<file path="src/rtl/core/pulse_width_frame_encoder_assert.svh">
// Assertion macros shared by the encoder RTL
`ifndef PULSE_WIDTH_FRAME_ENCODER_ASSERT_SVH
`define PULSE_WIDTH_FRAME_ENCODER_ASSERT_SVH

`ifndef NO_ASSERTIONS
// Check a condition in the same cycle as its trigger
`define PWFE_ASSERT_SAME(label, clk, rst, ante, cons) \
  label: assert property (@(posedge clk) disable iff (rst) (ante) |-> (cons)) \
    else $error("pulse_width_frame_encoder: check failed");
// Check a condition in the cycle after its trigger
`define PWFE_ASSERT_NEXT(label, clk, rst, ante, cons) \
  label: assert property (@(posedge clk) disable iff (rst) (ante) |=> (cons)) \
    else $error("pulse_width_frame_encoder: check failed");
`else
`define PWFE_ASSERT_SAME(label, clk, rst, ante, cons)
`define PWFE_ASSERT_NEXT(label, clk, rst, ante, cons)
`endif

`endif

</file>
<file path="src/rtl/core/pwfe_pkg.sv">
package pwfe_pkg;

  // Frame storage
  localparam int MAX_FRAME_BYTES = 4;
  localparam int FRAME_BYTES     = 4;

  // Phase codes
  localparam logic [1:0] PH_PRE_LOW  = 2'd0;
  localparam logic [1:0] PH_PRE_HIGH = 2'd1;
  localparam logic [1:0] PH_DATA     = 2'd2;
  localparam logic [1:0] PH_DONE     = 2'd3;

  // Frame select codes
  localparam logic [1:0] SEL_KEEP   = 2'd0;
  localparam logic [1:0] SEL_FIRST  = 2'd1;
  localparam logic [1:0] SEL_SECOND = 2'd2;

  // Configuration register indexes
  localparam logic [1:0] CFG_OPEN_FRAME     = 2'd0;
  localparam logic [1:0] CFG_CLOSE_FRAME    = 2'd1;
  localparam logic [1:0] CFG_UNIT_TICKS     = 2'd2;
  localparam logic [1:0] CFG_PREAMBLE_UNITS = 2'd3;

  // Configuration reset values
  localparam logic [31:0] OPEN_FRAME_RST     = 32'd738241158;
  localparam logic [31:0] CLOSE_FRAME_RST    = 32'd3540014470;
  localparam logic [7:0]  UNIT_TICKS_RST     = 8'd10;
  localparam logic [7:0]  PREAMBLE_UNITS_RST = 8'd60;

  typedef struct packed {
    logic       line_level;
    logic [1:0] phase;
  } result_t;

endpackage

</file>
<file path="src/rtl/core/pwfe_tick_if.sv">
interface pwfe_tick_if;
  logic       valid;
  logic       ready;
  logic [1:0] frame_select;
  logic [2:0] frame_len;

  modport source (output valid, output frame_select, output frame_len, input ready);
  modport sink   (input valid, input frame_select, input frame_len, output ready);
endinterface

</file>
<file path="src/rtl/core/pwfe_sample_if.sv">
interface pwfe_sample_if;
  logic       valid;
  logic       ready;
  logic       line_level;
  logic [1:0] phase;

  modport source (output valid, output line_level, output phase, input ready);
  modport sink   (input valid, input line_level, input phase, output ready);
endinterface

</file>
<file path="src/rtl/core/pulse_width_frame_encoder.sv">
// An accepted tick beat's result is registered in the output register, or in the skid register if that one is full.
// Throughput: one tick per cycle while ready is high; next state is one pass of logic from the state registers.
// A two-entry output stage (output register plus skid register) keeps ticks flowing while a
// result waits; ready drops only when both entries are full.
// Reset (rst, synchronous, active high) restores the configuration defaults, returns the
// encoder to the low preamble and empties the output stage.
`include "pulse_width_frame_encoder_assert.svh"

module pulse_width_frame_encoder (
  input  logic                clk,
  input  logic                rst,
  input  logic                cfg_we,
  input  logic [1:0]          cfg_index,
  input  logic [31:0]         cfg_data,
  pwfe_tick_if.sink           tick,
  pwfe_sample_if.source       sample
);
  import pwfe_pkg::*;

  // Configuration registers
  logic [31:0] open_frame;
  logic [31:0] close_frame;
  logic [7:0]  unit_ticks;
  logic [7:0]  preamble_units;

  // Encoder state
  logic [1:0]  phase_reg, phase_next;
  logic [15:0] tick_count, tick_count_next;
  logic [2:0]  bit_index, bit_index_next;
  logic [2:0]  byte_index, byte_index_next;
  logic        frame_choice, frame_choice_next;
  logic        line_reg, line_reg_next;

  // Output stage
  logic        out_valid;
  logic        skid_valid;
  result_t     out_data;
  result_t     skid_data;
  result_t     result_next;

  logic        push;
  logic        pop;

  logic [15:0] pre_limit;
  logic [15:0] tick_inc;
  logic [2:0]  len_clamped;
  logic [31:0] frame_sel;
  logic        data_bit;
  logic [8:0]  low_len;
  logic [9:0]  bit_end;

  assign push = tick.valid && tick.ready;
  assign pop  = out_valid && sample.ready;

  // Derived timing values
  assign pre_limit   = {8'd0, unit_ticks} * {8'd0, preamble_units};
  assign tick_inc    = tick_count + 16'd1;
  assign len_clamped = (tick.frame_len > 3'(MAX_FRAME_BYTES)) ? 3'(MAX_FRAME_BYTES)
                                                              : tick.frame_len;
  assign bit_end     = {1'b0, unit_ticks, 1'b0} + {2'b00, unit_ticks};

  // Pick the frame after this beat's select, then the bit under the cursor
  always_comb begin
    frame_choice_next = frame_choice;
    if (tick.frame_select == SEL_FIRST) begin
      frame_choice_next = 1'b0;
    end else if (tick.frame_select == SEL_SECOND) begin
      frame_choice_next = 1'b1;
    end
  end

  assign frame_sel = frame_choice_next ? close_frame : open_frame;
  assign data_bit  = (byte_index < 3'(FRAME_BYTES)) && frame_sel[{byte_index[1:0], bit_index}];
  assign low_len   = data_bit ? {1'b0, unit_ticks} : {unit_ticks, 1'b0};

  // Advance the encoder by one tick
  always_comb begin
    phase_next      = phase_reg;
    tick_count_next = tick_count;
    bit_index_next  = bit_index;
    byte_index_next = byte_index;
    line_reg_next   = line_reg;
    case (phase_reg)
      PH_PRE_LOW: begin
        line_reg_next   = 1'b0;
        tick_count_next = tick_inc;
        if (tick_inc > pre_limit) begin
          tick_count_next = '0;
          phase_next      = PH_PRE_HIGH;
        end
      end
      PH_PRE_HIGH: begin
        line_reg_next   = 1'b1;
        tick_count_next = tick_inc;
        if (tick_inc > {8'd0, unit_ticks}) begin
          tick_count_next = '0;
          phase_next      = PH_DATA;
        end
      end
      PH_DATA: begin
        tick_count_next = tick_inc;
        if (tick_inc < {7'd0, low_len}) begin
          line_reg_next = 1'b0;
        end else if (tick_inc < {6'd0, bit_end}) begin
          line_reg_next = 1'b1;
        end else begin
          // last tick of the bit: hold the line, step the cursor
          tick_count_next = '0;
          bit_index_next  = bit_index + 3'd1;
          if (bit_index == 3'd7) begin
            byte_index_next = byte_index + 3'd1;
          end
        end
        if (byte_index_next >= len_clamped) begin
          tick_count_next = '0;
          byte_index_next = '0;
          bit_index_next  = '0;
          phase_next      = PH_DONE;
        end
      end
      default: begin
      end
    endcase
    result_next.line_level = line_reg_next;
    result_next.phase      = phase_next;
  end

  // Configuration writes
  always_ff @(posedge clk) begin
    if (rst) begin
      open_frame     <= OPEN_FRAME_RST;
      close_frame    <= CLOSE_FRAME_RST;
      unit_ticks     <= UNIT_TICKS_RST;
      preamble_units <= PREAMBLE_UNITS_RST;
    end else if (cfg_we) begin
      case (cfg_index)
        CFG_OPEN_FRAME:     open_frame     <= cfg_data;
        CFG_CLOSE_FRAME:    close_frame    <= cfg_data;
        CFG_UNIT_TICKS:     unit_ticks     <= cfg_data[7:0];
        CFG_PREAMBLE_UNITS: preamble_units <= cfg_data[7:0];
        default: begin
        end
      endcase
    end
  end

  // Update the encoder state on each accepted beat
  always_ff @(posedge clk) begin
    if (rst) begin
      phase_reg    <= PH_PRE_LOW;
      tick_count   <= '0;
      bit_index    <= '0;
      byte_index   <= '0;
      frame_choice <= 1'b0;
      line_reg     <= 1'b0;
    end else if (push) begin
      phase_reg    <= phase_next;
      tick_count   <= tick_count_next;
      bit_index    <= bit_index_next;
      byte_index   <= byte_index_next;
      frame_choice <= frame_choice_next;
      line_reg     <= line_reg_next;
    end
  end

  // Output register with skid entry
  always_ff @(posedge clk) begin
    if (rst) begin
      out_valid  <= 1'b0;
      skid_valid <= 1'b0;
    end else if (skid_valid) begin
      if (pop) begin
        out_data   <= skid_data;
        skid_valid <= 1'b0;
      end
    end else if (push && (!out_valid || pop)) begin
      out_data  <= result_next;
      out_valid <= 1'b1;
    end else if (push) begin
      skid_data  <= result_next;
      skid_valid <= 1'b1;
    end else if (pop) begin
      out_valid <= 1'b0;
    end
  end

  assign tick.ready        = !skid_valid;
  assign sample.valid      = out_valid;
  assign sample.line_level = out_data.line_level;
  assign sample.phase      = out_data.phase;

  // Checks
  `PWFE_ASSERT_SAME(a_skid_behind_out, clk, rst, skid_valid, out_valid)
  `PWFE_ASSERT_NEXT(a_done_sticks, clk, rst, phase_reg == PH_DONE, phase_reg == PH_DONE)
  `PWFE_ASSERT_SAME(a_cursor_idle, clk, rst, phase_reg != PH_DATA, {bit_index, byte_index} == 6'd0)
  `PWFE_ASSERT_SAME(a_preamble_low, clk, rst, phase_reg == PH_PRE_LOW, !line_reg)
  `PWFE_ASSERT_NEXT(a_skid_fill, clk, rst, push && out_valid && !pop, skid_valid)

endmodule
</file>
<file path="src/flat_wrapper.sv">
// flat-port wrapper written by rule: the top's interface ports become plain ports
module pulse_width_frame_encoder_flat import pwfe_pkg::*;
  (clk, rst, cfg_we, cfg_index, cfg_data, tick_valid, tick_frame_select, tick_frame_len, tick_ready, sample_valid, sample_line_level, sample_phase, sample_ready);
  pwfe_tick_if tick_i ();
  pwfe_sample_if sample_i ();
  input  logic clk;
  input  logic rst;
  input  logic cfg_we;
  input  logic [1:0] cfg_index;
  input  logic [31:0] cfg_data;
  input wire logic [$bits(tick_i.valid)-1:0] tick_valid;
  input wire logic [$bits(tick_i.frame_select)-1:0] tick_frame_select;
  input wire logic [$bits(tick_i.frame_len)-1:0] tick_frame_len;
  output wire logic [$bits(tick_i.ready)-1:0] tick_ready;
  output wire logic [$bits(sample_i.valid)-1:0] sample_valid;
  output wire logic [$bits(sample_i.line_level)-1:0] sample_line_level;
  output wire logic [$bits(sample_i.phase)-1:0] sample_phase;
  input wire logic [$bits(sample_i.ready)-1:0] sample_ready;
  assign tick_i.valid = tick_valid;
  assign tick_i.frame_select = tick_frame_select;
  assign tick_i.frame_len = tick_frame_len;
  assign tick_ready = tick_i.ready;
  assign sample_valid = sample_i.valid;
  assign sample_line_level = sample_i.line_level;
  assign sample_phase = sample_i.phase;
  assign sample_i.ready = sample_ready;
  pulse_width_frame_encoder u_core (.clk(clk), .rst(rst), .cfg_we(cfg_we), .cfg_index(cfg_index), .cfg_data(cfg_data), .tick(tick_i), .sample(sample_i));
endmodule
</file>
<file path="config.mk">
export PLATFORM = sky130hd
export DESIGN_NAME = pulse_width_frame_encoder_flat
export DESIGN_NICKNAME = d
export VERILOG_FILES = /design/src/rtl/core/pwfe_pkg.sv /design/src/rtl/core/pwfe_tick_if.sv /design/src/rtl/core/pwfe_sample_if.sv /design/src/rtl/core/pulse_width_frame_encoder.sv /design/src/flat_wrapper.sv
export VERILOG_INCLUDE_DIRS = /design/src /design/src/rtl/core
export SDC_FILE = /design/constraint.sdc
export NUM_CORES = 1
export LEC_CHECK = 0
export ABC_AREA = 0
export BUFFER_PORTS_ARGS = -buffer_cell sky130_fd_sc_hd__buf_4
export CAP_MARGIN = 10
export CORE_UTILIZATION = 57
export CTS_CLUSTER_DIAMETER = 100
export DETAILED_ROUTE_END_ITERATION = 16
export MAX_ROUTING_LAYER = met4
export PLACE_DENSITY = 0.8
export SLEW_MARGIN = 15
export SYNTH_ARGS = -nofsm -noshare
export SYNTH_HDL_FRONTEND = slang
export SYNTH_SLANG_ARGS = --single-unit
</file>
<file path="constraint.sdc">
create_clock -name clk -period 6.9 [get_ports clk]
set_input_delay 1.035 -clock clk [delete_from_list [all_inputs] [get_ports clk]]
set_output_delay 1.035 -clock clk [all_outputs]
set_load 0.02 [all_outputs]
</file>
# Word-level counts from Yosys, hierarchy flattened
# Index checks and enable logic that the tools add are counted.
[totals] ff_bits=114 inputBits=44 output_inout_bits=5 wordCells=104
[classes] n_addsub=4 n_mul=1 order_cmp=8 n_eq_ne=12 muxes=38 bitwise_logic=3 n_reduce_logical=22
[ops] operator="two-way mux 16 bit" n=5
[ops] operator="case mux 16 bit (3 select lines)" n=1
[ops] operator="two-way mux 3 bit" n=12
[ops] operator="two-way mux 32 bit" n=1
[ops] operator="adder 16 x 1 -> 16 bit, second input constant" n=1
[ops] operator="greater-than comparator 16 bit" n=1
[ops] operator="greater-than comparator 16 x 8 -> 1 bit" n=1
[ops] operator="< comparator 16 x 10 -> 1 bit" n=1
[ops] operator="< comparator 16 x 9 -> 1 bit" n=1
[ops] operator="multiplier 8 x 8 -> 16 bit" n=1
[ops] operator="two-way mux 1 bit" n=12
[ops] operator="AND reduction 2 bit" n=6
[ops] operator="adder 9 x 8 -> 10 bit" n=1
[ops] operator="two-way mux 9 bit" n=1
[ops] operator="equality test 2 bit, second input constant" n=4
[ops] operator="inequality test 2 bit, second input constant" n=4
[ops] operator="AND reduction 4 bit" n=2
[ops] operator="adder 3 x 1 -> 3 bit, second input constant" n=2
[ops] operator="equality test 2 x 1 -> 1 bit, second input constant" n=3
[ops] operator="< comparator 5 x 6 -> 1 bit, second input constant" n=1
[ops] operator="two-way mux 2 bit" n=3
[ops] operator="case mux 2 bit (3 select lines)" n=1
[ops] operator="AND reduction 3 bit" n=2
[ops] operator="binary-select mux 1 bit (select 5 bit)" n=1
[ops] operator="other kinds (12)" n=20

# Logic depth before layout (Yosys ltp)
# Gate-level depths: netlist of run 1.
[logic_depth] word_depth=16 mapped_depth=29 mapped_depth_nobuf=28

# Worst setup path before layout of run 1
# No wires, ideal clock.
[synth_timing] kind="in2reg" startpoint="input port tick_frame_select[0]" endpoint="register u_core.bit_index[0]" setup_time_ps=87 t_arrival_ps=7083 t_required_ps=6813 setup_slack_ps=-271 stages=26 n_path_buf=2 path_cell_list="nand2b_2 -> a21oi_4 -> buf_6 -> mux4_2 -> a2bb2oi_1 -> nand4_1 -> o22ai_1 -> clkbuf_1 -> a21oi_1 -> ha_1 -> a21o_1 -> a21oi_1 -> nor2b_1 -> or4_1 -> nor3_1 -> o221ai_2 -> a21oi_4 -> and2b_1 -> mux2_2 -> ha_1 -> a21o_1 -> a21oi_1 -> nand3_1 -> or2_1 -> or3_1 -> o31ai_1"
[synth_via] elab_chain_len=14 word_cells_on_any_way=17 classes_between="2 x order compare; 4 x eq/ne; 9 x mux; 2 x reduce/logical"
[synth_lines] element="start, declared" line="flat_wrapper.sv:12" rtl="input wire logic [$bits(tick_i.frame_select)-1:0] tick_frame_select;"
[synth_lines] element="equality test 2 bit" line="pulse_width_frame_encoder.sv:67" rtl="end else if (tick.frame_select == SEL_SECOND) begin"
[synth_lines] element="two-way mux 1 bit" line="pulse_width_frame_encoder.sv:67"
[synth_lines] element="two-way mux 1 bit (*)" line="pulse_width_frame_encoder.sv:65" rtl="if (tick.frame_select == SEL_FIRST) begin"
[synth_lines] element="two-way mux 32 bit (*)" line="pulse_width_frame_encoder.sv:72" rtl="assign frame_sel = frame_choice_next ? close_frame : open_frame;"
[synth_lines] element="binary-select mux 1 bit (select 5 bit) (*)" line="pulse_width_frame_encoder.sv:73" rtl="assign data_bit = (byte_index < 3'(FRAME_BYTES)) && frame_sel[{byte_index[1:0], bit_index}];"
[synth_lines] element="two-way mux 1 bit (not written as such) (*)" line="pulse_width_frame_encoder.sv:73"
[synth_lines] element="logical AND 1 bit (*)" line="pulse_width_frame_encoder.sv:73"
[synth_lines] element="two-way mux 9 bit (*)" line="pulse_width_frame_encoder.sv:74" rtl="assign low_len = data_bit ? {1'b0, unit_ticks} : {unit_ticks, 1'b0};"
[synth_lines] element="< comparator 16 x 9 -> 1 bit (*)" line="pulse_width_frame_encoder.sv:102" rtl="if (tick_inc < {7'd0, low_len}) begin"
[synth_lines] element="two-way mux 3 bit" line="pulse_width_frame_encoder.sv:102"
[synth_lines] element="two-way mux 3 bit" line="pulse_width_frame_encoder.sv:83" rtl="case (phase_reg)"
[synth_lines] element="greater-or-equal comparator 3 bit" line="pulse_width_frame_encoder.sv:114" rtl="if (byte_index_next >= len_clamped) begin"
[synth_lines] element="inequality test 2 bit (no source line)"
[synth_lines] element="AND reduction 4 bit (no source line)"
[synth_lines] element="end signal, assigned" line="pulse_width_frame_encoder.sv:159" rtl="bit_index <= bit_index_next;"
[synth_lines] element="end, declared" line="pulse_width_frame_encoder.sv:29" rtl="logic [2:0] bit_index, bit_index_next;"
# Every way passes the cells marked *; elsewhere a longest branch is shown, timed or not. The select of a mux whose other input is x is not followed.
# A chain may end at the register's enable or synchronous reset.

# Final worst setup path of run 1
# Same ends and word-level chain as after synthesis.

==> results of run 1 <==
metrics by stage:
stage	setup TNS, ps	total power, mW	instances
after floorplan	0	1.01	1073
after global placement	-29.8	1.13	1311
after detailed placement	-1320	1.14	1311
after CTS	0	2.02	1343
after global routing	-14.5	2.11	1344
final	0	2.02	1344
worst min-delay path by stage:
stage | startpoint | to | slack [ps]
final | u_core.close_frame[23] | u_core.close_frame[23] | 460
after global routing | u_core.open_frame[3] | u_core.open_frame[3] | 480
after CTS | u_core.close_frame[23] | u_core.close_frame[23] | 460
after detailed placement | u_core.open_frame[21] | u_core.open_frame[21] | 450
after global placement | u_core.open_frame[16] | u_core.open_frame[16] | 440
after floorplan | u_core.open_frame[24] | u_core.open_frame[24] | 430
per-layer routing:
| metal | wire length [µm] | GRT usage | up-vias |
|---|---|---|---|
| met3 | 1310 | 0.0632 | 62 |
| met1 | 9440 | 0.354 | 3645 |
| met4 | 686 | 0.130 | 0 |
| li1 | - | - | 3762 |
| met5 | 0 | - | - |
| met2 | 10800 | 0.496 | 247 |
worst reg2reg max path: stages, from the launching register on:
cell      delay, ps
dfxtp_1         490
nand2_1         150
fa_1            530
fa_1            550
inv_1            50
fa_1            520
inv_1            60
fa_1            530
inv_1            50
ha_1            300
inv_1            90
o21bai_1         90
a21oi_2         190
o21bai_1         90
a21oi_2         170
o21ai_0         150
o41a_1          350
xnor2_1         150
ha_1            290
nand4_1          70
nor2_1          180
o31ai_1         110
a32oi_2         270
o21ai_0         120
a21o_1          180
mux2_2          270
mux2_2          260
cell usage in the layout, fill, tap and decap left out, types with 8 or more instances in the layout:
| cell type | instances |
|---|---|
| mux2i_1 | 15 |
| nand2_1 | 196 |
| dfxtp_1 | 108 |
| and2_1 | 58 |
| clkbuf_16 | 17 |
| fa_1 | 37 |
| a21o_1 | 14 |
| a21oi_1 | 87 |
| xnor2_1 | 25 |
| nand3_1 | 40 |
| mux2_2 | 8 |
| nor3_1 | 16 |
| ha_1 | 96 |
| xor2_1 | 15 |
| nand4_1 | 8 |
| buf_4 | 75 |
| a211oi_1 | 10 |
| nor2_1 | 57 |
| inv_1 | 87 |
| nor2b_1 | 12 |
| o21ai_0 | 14 |
power breakdown:
group	switching (mW)	internal [mW]	leakage, nW
Clock	0.366	0.516	0.278
Sequential	0.0216	0.690	0.935
Combinational	0.250	0.180	3.42
Total	0.637	1.39	4.63
repair_timing:
action | in CTS | in global routing
gates resized for setup | 0 | 6
endpoints found under the setup margin | 0 | 23
buffers inserted | 0 | 1
hold buffers | 0 | 0
endpoints found under the hold margin | 0 | 0
cells by family after synthesis:
kind of cell,Yosys count
adder cells (fa/ha/maj),133
flip-flops,114
AO/OA/AOI/OAI,193
AND/OR/NAND/NOR,429
buffers and inverters,134
XOR/XNOR,40
multiplexers,30
cell type report:
| class | instances | area (µm²) |
|---|---|---|
| Multi-Input combinational cell | 825 | 6110 |
| Sequential cell | 114 | 2340 |
| Tap cell | 211 | 264 |
| Clock buffer | 18 | 439 |
| Fill cell | 1231 | 5070 |
| Clock inverter | 14 | 145 |
| Timing Repair Buffer | 75 | 563 |
| Inverter | 87 | 327 |
==> impl_metrics.yaml, run 1 <==
grt:
  grt_max_degree: 78
  grt_overflow_total: 0
  grt_pass1_wl_um: 37000
  track_usage: 0.300
  first_global_vias: 7782
  antenna_found_initial: 0
outcome:
  run_status: "completed"
synth:
  synth_top_family_by_area: "simple AND/OR/NAND/NOR gates"
  synth_top_flop_cell: "dfxtp_1"
  synth_mux_area_frac: 0.0450
  yosys-top-cells-area: "dfxtp_1 (24%), ha_1 (13%), fa_1 (8.3%)"
  synth-compound-area-share: 0.146
  synth_warnings: 0
  syn_avg_cell_area_um2: 8.31
  synth_top_cells_by_count: "nand2_1 (196), dfxtp_1 (108), ha_1 (96)"
  ys_seq_elements: 114
  synth.most_common_cell: "nand2_1"
  yosys.area_share.simple: 0.231
  ys_types: 79
  synthesis.area_mm2: 0.00892
  synthArstFlopShare: 0
  synth_xor_xnor_area_share: 0.0393
  synth_top_area_frac: 0.242
  synth_nets: 1250
  syn_inst: 1073
  yosysSeqAreaShare: 0.263
  synth_edf_count: 6
  synthAdderAreaFrac: 0.218
  synth_top_area_cell: "dfxtp_1"
sta:
  finalCriticalPeriod_ps: 6590
  grt_setup_unrepaired: "yes"
  finalWorstSetupSlack_ps: 310
  setup_viol_count_final: 0
  worst_hold_slack_ps: 457
  tightestPinTransition_ps: 1170
  fmax_mhz: 152
  final-hold-violation-count: 0
  layout_worst_path_cycle_share: 0.955
  maxSlewHeadroom: 0.217
  finalClockSkew_ps: 8.69
  drv_slew: 0
floorplanning:
  initial_core_util: 0.585
  io-pin-count: 49
  num_rows: 45
  die_w_um: 127
  die_h_um: 127
  fp.dieArea_mm2: 0.0162
  core_mm2: 0.0153
cells_and_area:
  n_antenna_cell: 0
  postLayoutCellArea_mm2: 0.0102
  reg_top3: "u_core.close_frame: 32 flops, u_core.open_frame: 32 flops, u_core.tick_count: 16 flops"
  area_delta_synth_final_pct: 14.2
  drive_gt1_frac: 0.137
  fin_nets: 1297
  utilization: 0.668
setup_path:
  worstPathMaxFanout: 8
  r2r-start: "u_core.unit_ticks[0]"
  critPathTopFamily: "simple AND/OR/NAND/NOR gates"
  cp-start-kind: "input port"
  critPathCaptureType: "flip-flop"
  r2r-end: "u_core.sample.phase[1]"
  rr_worst_depth: 26
  crit_path_max_incr_delay_ps: 560
  crit_end: "u_core.bit_index[0]"
  cp.depth: 27
  worstPathArrival_ps: 6930
  crit_buf_inv: 1
  startpoint: "tick_frame_select[0]"
  slowest_stage: "or4_1"
  rrSetupSlack_ps: 400
  worst-setup-path-type: "in -> reg"
  critical_path_required_ps: 7240
clocking:
  root_buffer: "clkbuf_16"
  numCtsBuffers: 17
  clockBufferDepth: 2
  cts.sinks: 114
  clk_pin_slew_worst_paths_ps: 60
  htree_levels: 4
  cts_tree: "built"
  clkLatencyLatePin_ps: 430
pwr:
  pwr_density_cell_mw_per_mm2: 199
  ir_drop_mv: 0.224
  p_leak_nw: 4.63
worst_hold_path:
  hold_class: "reg -> reg"
  holdPathStages: 2
routing:
  drc: 0
  dr_total_vias: 7716
  postRouteAntennaNets: 0
  firstDrtPassIters: 7
  drtIter0Drc: 455
  via_per_inst: 5.74
  wl_per_cell_um: 16.6
  drt-total-wl_um: 22300
job:
  maxCapViolations: 0
placement:
  port_buffers: 48
  place.gp.congestion: 0.887
  hpwl_um: 15900
  place_ws_ps: -208
  place_area_mm2: 0.00956
(Power assumes the default switching activity.)
==> run 2: changes to the inputs <==
--- a/config.mk
+++ b/config.mk
@@ -9,11 +9,11 @@
 export ABC_AREA = 0
 export BUFFER_PORTS_ARGS = -buffer_cell sky130_fd_sc_hd__buf_4
 export CAP_MARGIN = 10
-export CORE_UTILIZATION = 57
+export CORE_UTILIZATION = 45
 export CTS_CLUSTER_DIAMETER = 100
 export DETAILED_ROUTE_END_ITERATION = 16
 export MAX_ROUTING_LAYER = met4
-export PLACE_DENSITY = 0.8
+export PLACE_DENSITY = 0.66
 export SLEW_MARGIN = 15
 export SYNTH_ARGS = -nofsm -noshare
 export SYNTH_HDL_FRONTEND = slang
==> run 2 against run 1 <==
Effect of this change:
- the run now ends with DRC left
- die area grew 26%
- final cell count grew 4.5%
- count of clock-buffer cells in the layout is the same
- first-iteration DRC count shrank 15%
- total power grew 1.5%
- combinational power shrank 1%
- clock skew is essentially flat
- global-route usage shrank 7.0 points
- worst hold slack lost 6.7 ps
- sequential cell count is the same
==> impl_metrics.yaml, run 2 (same netlist as run 1, synthesis figures left out) <==
outcome:
  run_status: "finished, violations left"
  violations: "DRC"
pwr:
  switchingPower_uw: 603
  swShare: 0.293
  intPower_mw: 1.45
  combPwrFrac: 0.207
  seqPwrFrac: 0.346
  power_mw: 2.05
  ir_drop_mv: 0.183
  pwr_density_cell_mw_per_mm2: 199
  p_leak_nw: 4.67
  p_clk_frac: 0.447
cells_and_area:
  fin_nets: 1303
  postLayoutCellArea_mm2: 0.0103
  n_antenna_cell: 0
  layout.cells.non_filler: 1404
  drive_gt1_frac: 0.144
  fillers: 1813
  final_cell_mix: "nand2_1 (196), dfxtp_1 (105), ha_1 (96), inv_1 (87), a21oi_1 (87)"
  reg_top3: "u_core.close_frame: 32 flops, u_core.open_frame: 32 flops, u_core.tick_count: 16 flops"
  layout_commonest_cell: "nand2_1"
  area_delta_synth_final_pct: 15.9
  multi_input_area_mm2: 0.00609
  register_area_mm2: 0.00235
sta:
  fmax_mhz: 152
  maxSlewHeadroom: 0.502
  tightestPinTransition_ps: 748
  finalCriticalPeriod_ps: 6570
  drv_slew: 0
  setup_viol_count_final: 0
  layout_worst_path_cycle_share: 0.952
  setup_tns_ps: 0
  grt_setup_unrepaired: "no"
  final-hold-violation-count: 0
  finalClockSkew_ps: 9.07
placement:
  place.gp.congestion: 0.846
  port_buffers: 48
  place_inst: 1370
  place_area_mm2: 0.00968
  hpwl_um: 16100
setup_path:
  r2r-start: "u_core.bit_index[1]"
  startpoint: "tick_frame_select[0]"
  cp-start-kind: "input port"
  critPathCaptureType: "flip-flop"
  worstPathArrival_ps: 6900
  worstPathMaxFanout: 7
  worst-setup-path-type: "in -> reg"
  critical_path_required_ps: 7230
clocking:
  htree_levels: 4
  numCtsBuffers: 17
  clockBufferDepth: 2
  cts_tree: "built"
  root_buffer: "clkbuf_16"
  clkLatencyLatePin_ps: 420
  clk_pin_slew_worst_paths_ps: 60
  cts.sinks: 114
routing:
  postRouteAntennaNets: 0
  firstDrtPassIters: 11
  drc: 2
  wl_per_cell_um: 15.4
  via_per_inst: 5.36
  dr_total_vias: 7527
  drtIter0Drc: 386
  drt-total-wl_um: 21700
floorplanning:
  die_w_um: 143
  num_rows: 51
  core_mm2: 0.0195
  die_h_um: 143
  fp.dieArea_mm2: 0.0204
  initial_core_util: 0.458
  io-pin-count: 49
grt:
  grt_max_degree: 61
  grt_pass1_wl_um: 35800
  track_usage: 0.230
  grt_overflow_total: 0
  first_global_vias: 7298
  antenna_found_initial: 0
worst_hold_path:
  hold_class: "reg -> reg"
  min_from: "u_core.close_frame[3]"
job:
  maxCapViolations: 0
## run 2: through the flow
step | setup slack (ps) | util | hold WS [ps]
after floorplan | 35.2 | - | 431
after global placement | 31.2 | 0.497 | 440
after detailed placement | -95.7 | 0.497 | 446
after CTS | 192 | 0.529 | 454
after global routing | 22.7 | 0.531 | 477
final | 331 | 0.531 | 450
## run 2: final timing paths
kind	to	slack (ps)	cells after the start
worst max-delay path	u_core.bit_index[0]	330	28
worst min-delay path	u_core.close_frame[3]	450	2
worst max register to register	u_core.bit_index[0]	390	26
worst min register to register	u_core.close_frame[3]	450	2
## run 2: power groups by stage
stage | Clock, mW | Sequential, mW | Combinational [mW]
after floorplan | 0 | 0.720 | 0.294
after global placement | 0 | 0.725 | 0.411
after detailed placement | 0 | 0.725 | 0.416
after CTS | 0.931 | 0.711 | 0.420
after global routing | 0.966 | 0.714 | 0.481
final | 0.919 | 0.711 | 0.424
## run 2: cell type report
cell class,instances,share of cell area
sequential,114,0.227
clock buffer,18,0.0425
timing repair buffer,81,0.0600
clock inverter,14,0.0176
multi-input combinational,825,0.589
inverter,87,0.0316
tap,265,0.0321
## run 2: metal layers
layer / part of all wire / global-route usage / wire, µm
met3: 0.030 / 0.0362 / 642
met2: 0.49 / 0.389 / 10600
met5: 0 / - / 0
met4: 0.024 / 0.0883 / 523
met1: 0.46 / 0.274 / 9890
## run 2: repair_timing
item,in CTS,in global routing
setup endpoints to repair,0,18
hold buffers,0,0
resized for setup,0,8
buffers inserted,0,2
## run 2: worst max-delay path: stages
cell,delay [ps]
buf_4,130
nand2b_2,220
a21oi_4,230
buf_4,200
mux4_2,490
nand2_1,80
a31oi_1,110
o22ai_2,350
nor2_1,70
a21oi_1,140
ha_1,270
a21o_1,180
a21oi_1,140
nor2b_1,70
or4_1,530
nor3_1,290
o221ai_2,190
a21oi_4,160
and2b_1,240
xnor2_1,140
ha_1,280
nand2b_1,140
a21o_1,180
a21oi_2,170
nand3_1,170
or2_1,290
or3_1,310
o31ai_1,70
